===== src/sv/srev_ram.sv =====
`timescale 1ns / 1ps
// Simple dual-port synchronous RAM: one write port, one registered read port.
module srev_ram #(
    parameter int WIDTH = 17,
    parameter int DEPTH = 4,
    localparam int AddrW = (DEPTH > 1) ? $clog2(DEPTH) : 1
) (
    input  logic             i_clk,
    input  logic             i_we,
    input  logic [AddrW-1:0] i_waddr,
    input  logic [WIDTH-1:0] i_wdata,
    input  logic             i_re,
    input  logic [AddrW-1:0] i_raddr,
    output logic [WIDTH-1:0] o_rdata
);

    logic [WIDTH-1:0] r_mem [DEPTH];
    logic [WIDTH-1:0] r_rdata;

    always_ff @(posedge i_clk) begin
        if (i_we) begin
            r_mem[i_waddr] <= i_wdata;
        end
    end

    // Read data holds until the next read.
    always_ff @(posedge i_clk) begin
        if (i_re) begin
            r_rdata <= r_mem[i_raddr];
        end
    end

    assign o_rdata = r_rdata;

endmodule


===== config.mk =====
export PLATFORM = sky130hd
export DESIGN_NAME = srev_ram
export DESIGN_NICKNAME = d
export VERILOG_FILES = /design/src/sv/srev_ram.sv
export SDC_FILE = /design/constraint.sdc
export NUM_CORES = 1
export LEC_CHECK = 0
export BUFFER_PORTS_ARGS = -buffer_cell sky130_fd_sc_hd__buf_2
export CORE_MARGIN = 2
export CORE_UTILIZATION = 56
export DETAILED_ROUTE_END_ITERATION = 10
export PLACE_DENSITY_LB_ADDON = 0.15
export RECOVER_POWER = 50
export SYNTH_ARGS = -nofsm -noshare
export SYNTH_HDL_FRONTEND = slang
export SYNTH_SLANG_ARGS = --single-unit

===== constraint.sdc =====
create_clock -name i_clk -period 2.3 [get_ports i_clk]
set_input_delay 0.345 -clock i_clk [delete_from_list [all_inputs] [get_ports i_clk]]
set_output_delay 0.345 -clock i_clk [all_outputs]
set_load 0.005 [all_outputs]

==> reports/metrics.cfg <==
[run_status]
status = finished, final reports clean

[global_routing]
overflow = 0
grt_max_degree = 18
grt.total_usage_pct = 17.35
grt_pass1_vias = 1432
antenna_found_initial = 0
grt_pass1_wl_microns = 7258

[clock_tree]
ctsResizeCount = 0
worstSkewPairLatency_ns = 0.35
ctsHoldBuffers = 0
cts_setup_buffers = 0
cts_tree = yes
clk_pin_slew_worst_paths_ns = 0.08
cts_buffers = 9
cts.path.max_buffers = 2
cts_sinks = 85
root_buffer = clkbuf_8
cts_htree_levels = 3

[run]
drv_cap = 0

[finish]
final_nets = 185
fin_area_sq_mm = 0.003493
layout_common_cells = edfxtp_1, clkbuf_1, buf_2
antenna_cells = 0
layout.cells.most_common = edfxtp_1
area_growth_pct = 15.13
drive_gt1_share_pct = 28.92

[place]
portBuffers = 40
gp_congestion = 0.6772
place_area_sq_mm = 0.003316

[synthesis]
avgSynthCellArea_sq_um = 27.58
syn_inst = 110
synth_seq_cells = 85
yosysUniqueCellTypes = 9
synth-seq-area-share_pct = 84.12
synth_warnings = 0
synth_area_sq_mm = 0.003034
syn-num-nets = 134

[routing]
post_drt_wl_per_cell_microns = 19.64
firstDrtPassIters = 4
num_vias = 1295
drt_iter0_markers = 58
ant_nets = 0
routed_wl_microns = 4634
viasPerCell = 5.487
drcViolationCount = 0

[sta]
finalSetupTns_ns = 0
fin_crit_ns = 1.547
fmax_ghz = 0.6466
tightest_slew_ns = 1.113
holdWs_ns = 0.2535
period_share_pct = 67.24
final-setup-viol-count = 0
maxSlewViolCount = 0
fin_skew_ns = 0.008764
max_slew_margin_pct = 25.80
final_hold_viol_count = 0
rsz0062_at_grt = false

[critical_path]
path_delay_family = buffers and inverters
end_kind = flip-flop
crit_buf_inv = 2
crit_required_ns = 2.26
slowest_stage = clkbuf_1
r2r-start = r_mem[2][5]$_DFFE_PP_
start_kind = primary input
cp.arrival_ns = 1.51
path_class = in2reg
cp_common_cell = clkbuf_1
path_cells = clkbuf_1 -> and3_1 -> clkbuf_1
cp_slowest_stage_delay_ns = 0.82
startpoint = i_waddr[1]
critPathMaxFanout = 17

[min_path]
min_from = i_wdata[10]
hold_path_class = in2reg

[die]
die_y_microns = 77.61
initial_utilization_pct = 58.66
boundaryPins = 41
core_area_sq_mm = 0.005172
die_area_sq_mm = 0.006023
rows = 26
dieWidth_microns = 77.61

[pwr]
p_per_area_mw_per_mm2 = 871.1
leakagePower_nw = 1.178
max-vdd-ir-drop_mv = 0.4558

[Yosys cell counts, drive strengths merged]
cell	count	area, sq um
and3	1	6.260
and3b	2	17.52
buf	4	41.29
edfxtp	85	2552
mux4	17	409.2
nor3b	1	7.510
[through the flow]
| stage | setup slack (ns) | utilization, % | power, mW | instances |
|---|---|---|---|---|
| 2_1_floorplan | 0.2134 | - | 1.928 | 110 |
| 3_3_place_gp | 0.5724 | 64.10 | 1.997 | 220 |
| 3_5_place_dp | 0.5373 | 64.10 | 2.010 | 220 |
| 4_1_cts | 0.9028 | 68.07 | 3.078 | 236 |
| 5_1_grt | 0.6500 | 67.54 | 3.145 | 236 |
| 6_report | 0.7534 | 67.54 | 3.043 | 236 |
[logic make-up (layout without fill, tap and decap cells)]
logic type             after synthesis  in the layout  synth area share (%)
muxes                               17             17                 13.48
and+or+nand+nor                      4              4                 1.031
buffers and inverters                4             60                 1.361
DFF                                 85             85                 84.12
[power by group]
| part | internal (mW) | switching, mW | leakage (nW) | total [mW] |
|---|---|---|---|---|
| Clock | 0.601 | 0.476 | 0.105 | 1.08 |
| Combinational | 0.0703 | 0.0773 | 0.282 | 0.148 |
| Sequential | 1.80 | 0.0195 | 0.791 | 1.82 |
[routing by layer]
layer  part of all wire, %  global-route usage (%)  vias up
met2                    54                   29.74       29
met3                   3.4                   3.721       12
met5                     0                       0        -
met1                    40                   19.91      673
li1                      -                       -      581
met4                   2.5                   10.71        0
[state kept, by name (all words and copies together) (netlist names)]
register and flops:
r_mem 68, o_rdata 17
[final cells by class]
type                            count  area, sq um
Clock buffer                       10        127.6
Tap cell                           70        87.58
Sequential cell                    85         2552
Multi-Input combinational cell     21        445.4
Timing Repair Buffer               44        202.7
Fill cell                         339         1679
Clock inverter                      6        77.57
[worst paths after layout]
check | to | slack (ns) | cells past startpoint
setup reg to reg | o_rdata[5]$_DFFE_PP_ | 1.14 | 1
setup / recovery | r_mem[3][13]$_DFFE_PP_ | 0.75 | 3
hold reg to reg | o_rdata[10]$_DFFE_PP_ | 0.63 | 1
hold / removal | r_mem[1][10]$_DFFE_PP_ | 0.25 | 1
(Power assumes the default switching activity.)
