`src/sv/srev_pkg.sv`:
```
`timescale 1ns / 1ps
// Shared types and constants of the segment reversal engine.
package srev_pkg;

    localparam int OpW  = 2;
    localparam int PosW = 17;
    localparam int ValW = 17;
    localparam int StW  = 2;

    localparam logic [OpW-1:0] OP_START  = 2'd0;
    localparam logic [OpW-1:0] OP_RECORD = 2'd1;
    localparam logic [OpW-1:0] OP_QUERY  = 2'd2;

    localparam logic [StW-1:0] ST_OK    = 2'd0;
    localparam logic [StW-1:0] ST_RANGE = 2'd1;
    localparam logic [StW-1:0] ST_FULL  = 2'd2;

    typedef enum logic [3:0] {
        S_IDLE,
        S_FILL,
        S_AP_RD,
        S_AP_RNG,
        S_SW_RD0,
        S_SW_RD1,
        S_SW_WR0,
        S_SW_WR1,
        S_QRD,
        S_QOUT
    } t_state;

endpackage

```
`src/sv/srev_ctrl.sv`:
```
`timescale 1ns / 1ps
// Command decode, fill/apply/query sequencer and result register.
module srev_ctrl
    import srev_pkg::*;
#(
    parameter int MAX_GENES     = 65536,
    parameter int MAX_REVERSALS = 1024,
    localparam int GeneAw = $clog2(MAX_GENES),
    localparam int RevAw  = (MAX_REVERSALS > 1) ? $clog2(MAX_REVERSALS) : 1,
    localparam int RevW   = 2 * GeneAw
) (
    input  logic              i_clk,
    input  logic              i_rst_n,
    input  logic              i_in_valid,
    output logic              o_in_stall,
    input  logic [OpW-1:0]    i_opcode,
    input  logic [PosW-1:0]   i_first_pos,
    input  logic [PosW-1:0]   i_last_pos,
    output logic              o_out_valid,
    input  logic              i_out_stall,
    output logic [ValW-1:0]   o_gene_value,
    output logic [StW-1:0]    o_status,
    output logic              o_seq_we,
    output logic [GeneAw-1:0] o_seq_waddr,
    output logic [ValW-1:0]   o_seq_wdata,
    output logic              o_seq_re,
    output logic [GeneAw-1:0] o_seq_raddr,
    input  logic [ValW-1:0]   i_seq_rdata,
    output logic              o_rev_we,
    output logic [RevAw-1:0]  o_rev_waddr,
    output logic [RevW-1:0]   o_rev_wdata,
    output logic              o_rev_re,
    output logic [RevAw-1:0]  o_rev_raddr,
    input  logic [RevW-1:0]   i_rev_rdata
);

    localparam int CntW = $clog2(MAX_REVERSALS + 1);
    localparam logic [PosW-1:0] MaxLen = PosW'(MAX_GENES);
    localparam logic [CntW-1:0] MaxRev = CntW'(MAX_REVERSALS);

    t_state r_state, n_state;

    logic [PosW-1:0]   r_len;
    logic [CntW-1:0]   r_count;
    logic              r_pending;
    logic [CntW-1:0]   r_k;
    logic [GeneAw-1:0] r_fill;
    logic [GeneAw-1:0] r_lo;
    logic [GeneAw-1:0] r_hi;
    logic [ValW-1:0]   r_tmp;
    logic [GeneAw-1:0] r_qaddr;
    logic              r_out_valid;
    logic [ValW-1:0]   r_gene_value;
    logic [StW-1:0]    r_status;

    logic              out_free;
    logic              in_acc;
    logic              a_ok;
    logic              b_ok;
    logic              d_start_ok;
    logic              d_rec_ok;
    logic              d_qry_ok;
    logic [StW-1:0]    d_status;
    logic [PosW-1:0]   a_m1;
    logic [PosW-1:0]   b_m1;
    logic [PosW-1:0]   len_m1;
    logic              fill_last;
    logic              swap_go;
    logic [CntW-1:0]   k_m1;

    function automatic logic pos_ok(input logic [PosW-1:0] p, input logic [PosW-1:0] len);
        pos_ok = (p != '0) && (p <= len);
    endfunction

    assign out_free   = !r_out_valid || !i_out_stall;
    assign o_in_stall = !((r_state == S_IDLE) && out_free);
    assign in_acc     = i_in_valid && !o_in_stall;

    assign a_ok      = pos_ok(i_first_pos, r_len);
    assign b_ok      = pos_ok(i_last_pos, r_len);
    assign a_m1      = i_first_pos - PosW'(1);
    assign b_m1      = i_last_pos - PosW'(1);
    assign len_m1    = r_len - PosW'(1);
    assign fill_last = (r_fill == len_m1[GeneAw-1:0]);
    assign swap_go   = (r_lo < r_hi);
    assign k_m1      = r_k - CntW'(1);

    // Decode the item at the input.
    always_comb begin
        d_start_ok = 1'b0;
        d_rec_ok   = 1'b0;
        d_qry_ok   = 1'b0;
        d_status   = ST_OK;
        unique case (i_opcode)
            OP_START: begin
                if ((i_last_pos == '0) || (i_last_pos > MaxLen)) begin
                    d_status = ST_RANGE;
                end else begin
                    d_start_ok = 1'b1;
                end
            end
            OP_RECORD: begin
                if (!a_ok || !b_ok) begin
                    d_status = ST_RANGE;
                end else if (r_count >= MaxRev) begin
                    d_status = ST_FULL;
                end else begin
                    d_rec_ok = 1'b1;
                end
            end
            OP_QUERY: begin
                if (!a_ok) begin
                    d_status = ST_RANGE;
                end else begin
                    d_qry_ok = 1'b1;
                end
            end
            default: begin
                d_status = ST_RANGE;
            end
        endcase
    end

    // Next state.
    always_comb begin
        n_state = r_state;
        unique case (r_state)
            S_IDLE: begin
                if (in_acc && d_start_ok) begin
                    n_state = S_FILL;
                end else if (in_acc && d_qry_ok) begin
                    n_state = r_pending ? S_AP_RD : S_QOUT;
                end
            end
            S_FILL: begin
                if (fill_last) begin
                    n_state = S_IDLE;
                end
            end
            S_AP_RD:  n_state = S_AP_RNG;
            S_AP_RNG: n_state = S_SW_RD0;
            S_SW_RD0: begin
                if (swap_go) begin
                    n_state = S_SW_RD1;
                end else if (r_k == '0) begin
                    n_state = S_QRD;
                end else begin
                    n_state = S_AP_RD;
                end
            end
            S_SW_RD1: n_state = S_SW_WR0;
            S_SW_WR0: n_state = S_SW_WR1;
            S_SW_WR1: n_state = S_SW_RD0;
            S_QRD:    n_state = S_QOUT;
            S_QOUT:   n_state = S_IDLE;
            default:  n_state = S_IDLE;
        endcase
    end

    // Memory port controls.
    always_comb begin
        o_seq_we    = 1'b0;
        o_seq_waddr = r_fill;
        o_seq_wdata = ValW'(r_fill) + ValW'(1);
        o_seq_re    = 1'b0;
        o_seq_raddr = a_m1[GeneAw-1:0];
        o_rev_we    = 1'b0;
        o_rev_waddr = r_count[RevAw-1:0];
        o_rev_wdata = {a_m1[GeneAw-1:0], b_m1[GeneAw-1:0]};
        o_rev_re    = 1'b0;
        o_rev_raddr = k_m1[RevAw-1:0];
        unique case (r_state)
            S_IDLE: begin
                o_seq_re = in_acc;
                o_rev_we = in_acc && d_rec_ok;
            end
            S_FILL: begin
                o_seq_we = 1'b1;
            end
            S_AP_RD: begin
                o_rev_re = 1'b1;
            end
            S_SW_RD0: begin
                o_seq_re    = swap_go;
                o_seq_raddr = r_lo;
            end
            S_SW_RD1: begin
                o_seq_re    = 1'b1;
                o_seq_raddr = r_hi;
            end
            S_SW_WR0: begin
                o_seq_we    = 1'b1;
                o_seq_waddr = r_lo;
                o_seq_wdata = i_seq_rdata;
            end
            S_SW_WR1: begin
                o_seq_we    = 1'b1;
                o_seq_waddr = r_hi;
                o_seq_wdata = r_tmp;
            end
            S_QRD: begin
                o_seq_re    = 1'b1;
                o_seq_raddr = r_qaddr;
            end
            default: begin
                o_seq_we = 1'b0;
            end
        endcase
    end

    always_ff @(posedge i_clk) begin
        if (!i_rst_n) begin
            r_state     <= S_IDLE;
            r_len       <= '0;
            r_count     <= '0;
            r_pending   <= 1'b0;
            r_out_valid <= 1'b0;
        end else begin
            r_state <= n_state;
            if ((in_acc && !d_qry_ok) || (r_state == S_QOUT)) begin
                r_out_valid <= 1'b1;
            end else if (r_out_valid && !i_out_stall) begin
                r_out_valid <= 1'b0;
            end
            if (in_acc) begin
                if (d_start_ok) begin
                    r_len     <= i_last_pos;
                    r_count   <= '0;
                    r_pending <= 1'b0;
                end
                if (d_rec_ok) begin
                    r_count   <= r_count + CntW'(1);
                    r_pending <= 1'b1;
                end
            end
            if (r_state == S_QRD) begin
                r_count   <= '0;
                r_pending <= 1'b0;
            end
        end
    end

    // Datapath registers.
    always_ff @(posedge i_clk) begin
        if (in_acc) begin
            r_gene_value <= '0;
            r_status     <= d_status;
            r_fill       <= '0;
            r_qaddr      <= a_m1[GeneAw-1:0];
            r_k          <= r_count;
        end
        if (r_state == S_FILL) begin
            r_fill <= r_fill + GeneAw'(1);
        end
        if (r_state == S_AP_RD) begin
            r_k <= k_m1;
        end
        if (r_state == S_AP_RNG) begin
            r_lo <= i_rev_rdata[RevW-1:GeneAw];
            r_hi <= i_rev_rdata[GeneAw-1:0];
        end
        if (r_state == S_SW_RD1) begin
            r_tmp <= i_seq_rdata;
        end
        if (r_state == S_SW_WR1) begin
            r_lo <= r_lo + GeneAw'(1);
            r_hi <= r_hi - GeneAw'(1);
        end
        if (r_state == S_QOUT) begin
            r_gene_value <= i_seq_rdata;
            r_status     <= ST_OK;
        end
    end

    assign o_out_valid  = r_out_valid;
    assign o_gene_value = r_gene_value;
    assign o_status     = r_status;

    // The query result always finds the result register empty.
    a_qout_free: assert property (@(posedge i_clk) disable iff (!i_rst_n)
        (r_state == S_QOUT) |-> !r_out_valid)
        else $error("query result would overwrite a pending result");

    // Fill never runs past the sequence length.
    a_fill_bound: assert property (@(posedge i_clk) disable iff (!i_rst_n)
        (r_state == S_FILL) |-> (PosW'(r_fill) < r_len))
        else $error("fill address beyond sequence length");

    // A swap only starts on a range that still has two distinct ends.
    a_swap_order: assert property (@(posedge i_clk) disable iff (!i_rst_n)
        (r_state == S_SW_RD1) |-> (r_lo < r_hi))
        else $error("swap with crossed ends");

    a_count_bound: assert property (@(posedge i_clk) disable iff (!i_rst_n)
        r_count <= MaxRev)
        else $error("reversal count above list depth");

    // Apply pass starts only with stored ranges.
    a_apply_nonempty: assert property (@(posedge i_clk) disable iff (!i_rst_n)
        (r_state == S_IDLE && n_state == S_AP_RD) |-> (r_count != '0))
        else $error("apply pass with empty list");

endmodule

```
`config.mk`:
```
export PLATFORM = sky130hd
export DESIGN_NAME = srev_ctrl
export DESIGN_NICKNAME = d
export VERILOG_FILES = /design/src/sv/srev_pkg.sv /design/src/sv/srev_ctrl.sv
export SDC_FILE = /design/constraint.sdc
export NUM_CORES = 1
export LEC_CHECK = 0
export BUFFER_PORTS_ARGS = -buffer_cell sky130_fd_sc_hd__buf_2
export CAP_MARGIN = 5
export CORE_AREA = 5 5 148 150
export CTS_BUF_LIST = sky130_fd_sc_hd__clkbuf_16
export CTS_CLUSTER_DIAMETER = 50
export CTS_CLUSTER_SIZE = 40
export DETAILED_ROUTE_END_ITERATION = 6
export DIE_AREA = 0 0 153 155
export PLACE_DENSITY_LB_ADDON = 0.12
export RECOVER_POWER = 25
export SYNTH_ARGS = -nofsm -noshare
export SYNTH_HDL_FRONTEND = slang
export SYNTH_SLANG_ARGS = --single-unit
```
`constraint.sdc`:
```
create_clock -name i_clk -period 4 [get_ports i_clk]
set_clock_uncertainty 0.15 [all_clocks]
set_input_delay 0.4 -clock i_clk [delete_from_list [all_inputs] [get_ports i_clk]]
set_output_delay 0.4 -clock i_clk [all_outputs]
set_load 0.01 [all_outputs]
```
==> results.toml <==
[synthesis]
synth-edff-count = 109
syn_inst = 1072
ys_ff_latch = 145
synth_top_area_cell = "edfxtp_1"
yosys_most_used_dff = "edfxtp_1"
synth.area.top_cells = "edfxtp_1, ha_1, dfxtp_1, nand2_1, xnor2_1"
async_flop_share_pct = 0
synth_seq_area_share_pct = 40.2
yosys.area.top_type_share_pct = 32.9
synth_nets = 1220
synth_cell_types = 74
synth_area_sq_um = 9940
yosys_warnings = 0
avgSynthCellArea_sq_um = 9.28

[global_routing]
grt_overflow_total = 0
first_global_vias = 8227
grt_util_met1_pct = 32.3
grt_use_met2_pct = 39.7
antenna_found_initial = 1
gr-usage-met3_pct = 4.45
grtUsageTotal_pct = 23.8
grt_max_degree = 67
busiest_layer = "met2"
grt_pass1_wl_um = 45300

[clock_network]
cts_tree = "built"
cts-root-buf = "clkbuf_16"
ctsHoldBuffers = 0
clk_path_buf_depth = 2
cts_resized = 0
cts.htree.levels = 4
post_cts_buffers = 0
clk_latency_ps = 420
cts.sinks = 145
cts_made_buffers = 17
path_clk_slew_ps = 60

[timing]
period_share_pct = 90.0
hold_viol = 0
rsz0062_at_grt = "no"
slew_headroom_pct = 28.0
period_minus_slack_ps = 3600
tightest_slew_ps = 1080
fin_ws_ps = 400
timing.fmax_mhz = 278
tns_ps = 0
setup_viol = 0
slew_violations = 0

[route]
drtAntennaViolNets = 0
via_per_inst = 5.62
totalWireLength_um = 29000
wire_per_inst_um = 18.8
remaining_drc_errors = 0
vias = 8684
drt-initial-drc-count = 770
drtPass1Iterations = 6

[outcome]
status = "finished clean"

[min_path]
holdCritPathClass = "input port to flip-flop"

[place]
io_buffers = 214
postPlaceCellArea_sq_um = 11200
post-place-cells = 1513
globalplace.congestion = 0.898
place_ws_ps = 396
dp_hpwl_um = 22000

[floorplan]
row_count = 53
die_h_um = 155
coreArea_sq_um = 20600
die_w_um = 153
io_pins = 215
dieArea_sq_um = 23700
initial_core_util_pct = 48.4

[critical_path]
critPathTopFamily = "buffers and inverters"
crit_type = "flip-flop to output port"
crit_fanout = 25
cp.required_ps = 3450
crit_buf_inv = 4
end_kind = "output port"
cp-start-kind = "flip-flop"
crit_top_cell = "buf_4"
cp_slowest_cell = "dfxtp_1"
critPathArrivalTime_ps = 3050
crit_chain = "buf_4 -> nor3_2 -> buf_4 -> nor2_1 -> buf_4 -> nand2_1 -> a21oi_1 -> buf_2"
reg2reg_slack_ps = 590
slowest_delay_ps = 720

[finish]
final_net_count = 1405
area_growth_pct = 17.5
fin_area_sq_um = 11700
drive_gt1_share_pct = 17.2
fin_cells = 1546

[job]
maxCapViolations = 0

[pwr]
p_sw_mw = 2.28
power-per-cell-area_nw_per_um2 = 519
ir_worst_vdd_v = 0.000297
pwr-share-seq_pct = 37.7
finalPower_mw = 6.06
total_leakage_power_nw = 4.85
p_int_mw = 3.79
p_clk_share_pct = 28.2
swShare_pct = 37.5
share_comb_of_total_power_pct = 34.1
flip-flops by register name (all words and copies together) (netlist names):
name          cells
r_hi             16
r_state           4
r_tmp            17
r_qaddr          16
r_fill           16
r_k              11
r_pending         1
o_status          2
o_gene_value     17
r_count          11
r_len            17
r_lo             16
o_out_valid       1
through the flow:
step | hold WS [ps] | util, %
6_report | 60.8 | 56.8
3_3_place_gp | 291 | 54.3
4_1_cts | 11.0 | 57.3
3_5_place_dp | 295 | 54.3
5_1_grt | 53.6 | 56.8
2_1_floorplan | 304 | -
layout by cell type (no fill, tap or decap), types with 3 or more instances in the layout:
cell       instances
a21oi_1           45
o21ai_0           61
edfxtp_1         109
and2_0             7
clkbuf_1          65
o21a_1             6
nor3_1            28
a211oi_1          19
ha_1              59
bufinv_16          4
nor2_1            84
nand2_1          111
and3_1            16
nand4_1           14
and2_1            26
or4_1              3
inv_1             60
nor4_1            16
xnor2_1           48
nand2b_1           9
o211ai_1           5
xor2_1            46
nand3b_1           4
dfxtp_1           36
nand3_1           42
or3_1              9
a222oi_1          16
a211o_1            7
and4_1             4
mux2_2             9
clkbuf_16         17
a31oi_1            7
clkinv_4           3
buf_2            150
nor3b_1           11
a21o_1            13
buf_4             10
mux2i_1           34
power by group through the flow:
| stage | Combinational, mW | Clock (mW) | Sequential, mW |
|---|---|---|---|
| floorplan | 1.37 | 0 | 2.12 |
| global placement | 2.08 | 0 | 2.31 |
| detailed placement | 2.10 | 0 | 2.31 |
| CTS | 2.11 | 1.73 | 2.28 |
| global route | 2.26 | 1.81 | 2.31 |
| finish | 2.07 | 1.71 | 2.29 |
cell families (layout without fill, tap and decap cells):
kind of cell | count (synthesis) | in the layout | synth area share, %
other | 0 | 1 | 0
xor gates and xnor gates | 94 | 94 | 8.28
DFF | 145 | 145 | 40.2
muxes | 43 | 43 | 4.44
adders and majority gates | 59 | 59 | 7.42
buffers and inverters | 119 | 317 | 5.40
AOI/OAI and AO/OA | 205 | 205 | 13.6
and+or+nand+nor | 407 | 407 | 20.7
worst paths after layout:
path | start | endpoint | cells after the start
worst min register to register | o_status[1] | o_status[1] | 2
worst min-delay path | i_seq_rdata[9] | r_tmp[9] | 1
worst max-delay path | r_state[0] | o_seq_raddr[15] | 8
worst max register to register | r_state[0] | o_gene_value[11] | 6
routing by layer:
layer	wire length [um]	vias to the layer above	part of all wire, %
li1	-	4265	-
met1	12900	4083	45
met2	13700	297	47
met3	1880	39	6.5
met4	507	0	1.7
met5	0	-	0
cell type report:
class	count	area, sq um
Antenna cell	1	2.50
Clock buffer	17	425
Clock inverter	15	194
Fill cell	1937	8880
Inverter	59	221
Multi-Input combinational cell	808	5430
Sequential cell	145	3990
Tap cell	275	344
Timing Repair Buffer	226	1070
synthesized netlist by cell type, drive strengths merged, types with 9 or more instances:
cell type / instances
nand4: 14
edfxtp: 109
nor4: 18
clkbuf: 43
nand2: 113
nor3: 30
mux2: 9
a222oi: 16
and3: 16
or3: 9
xor2: 46
nand3: 44
nor3b: 12
buf: 17
inv: 58
nand2b: 9
a21oi: 46
ha: 59
a211oi: 19
nor2: 86
dfxtp: 36
mux2i: 34
a21o: 13
o21ai: 62
xnor2: 48
and2: 34
(Power assumes the default switching activity.)
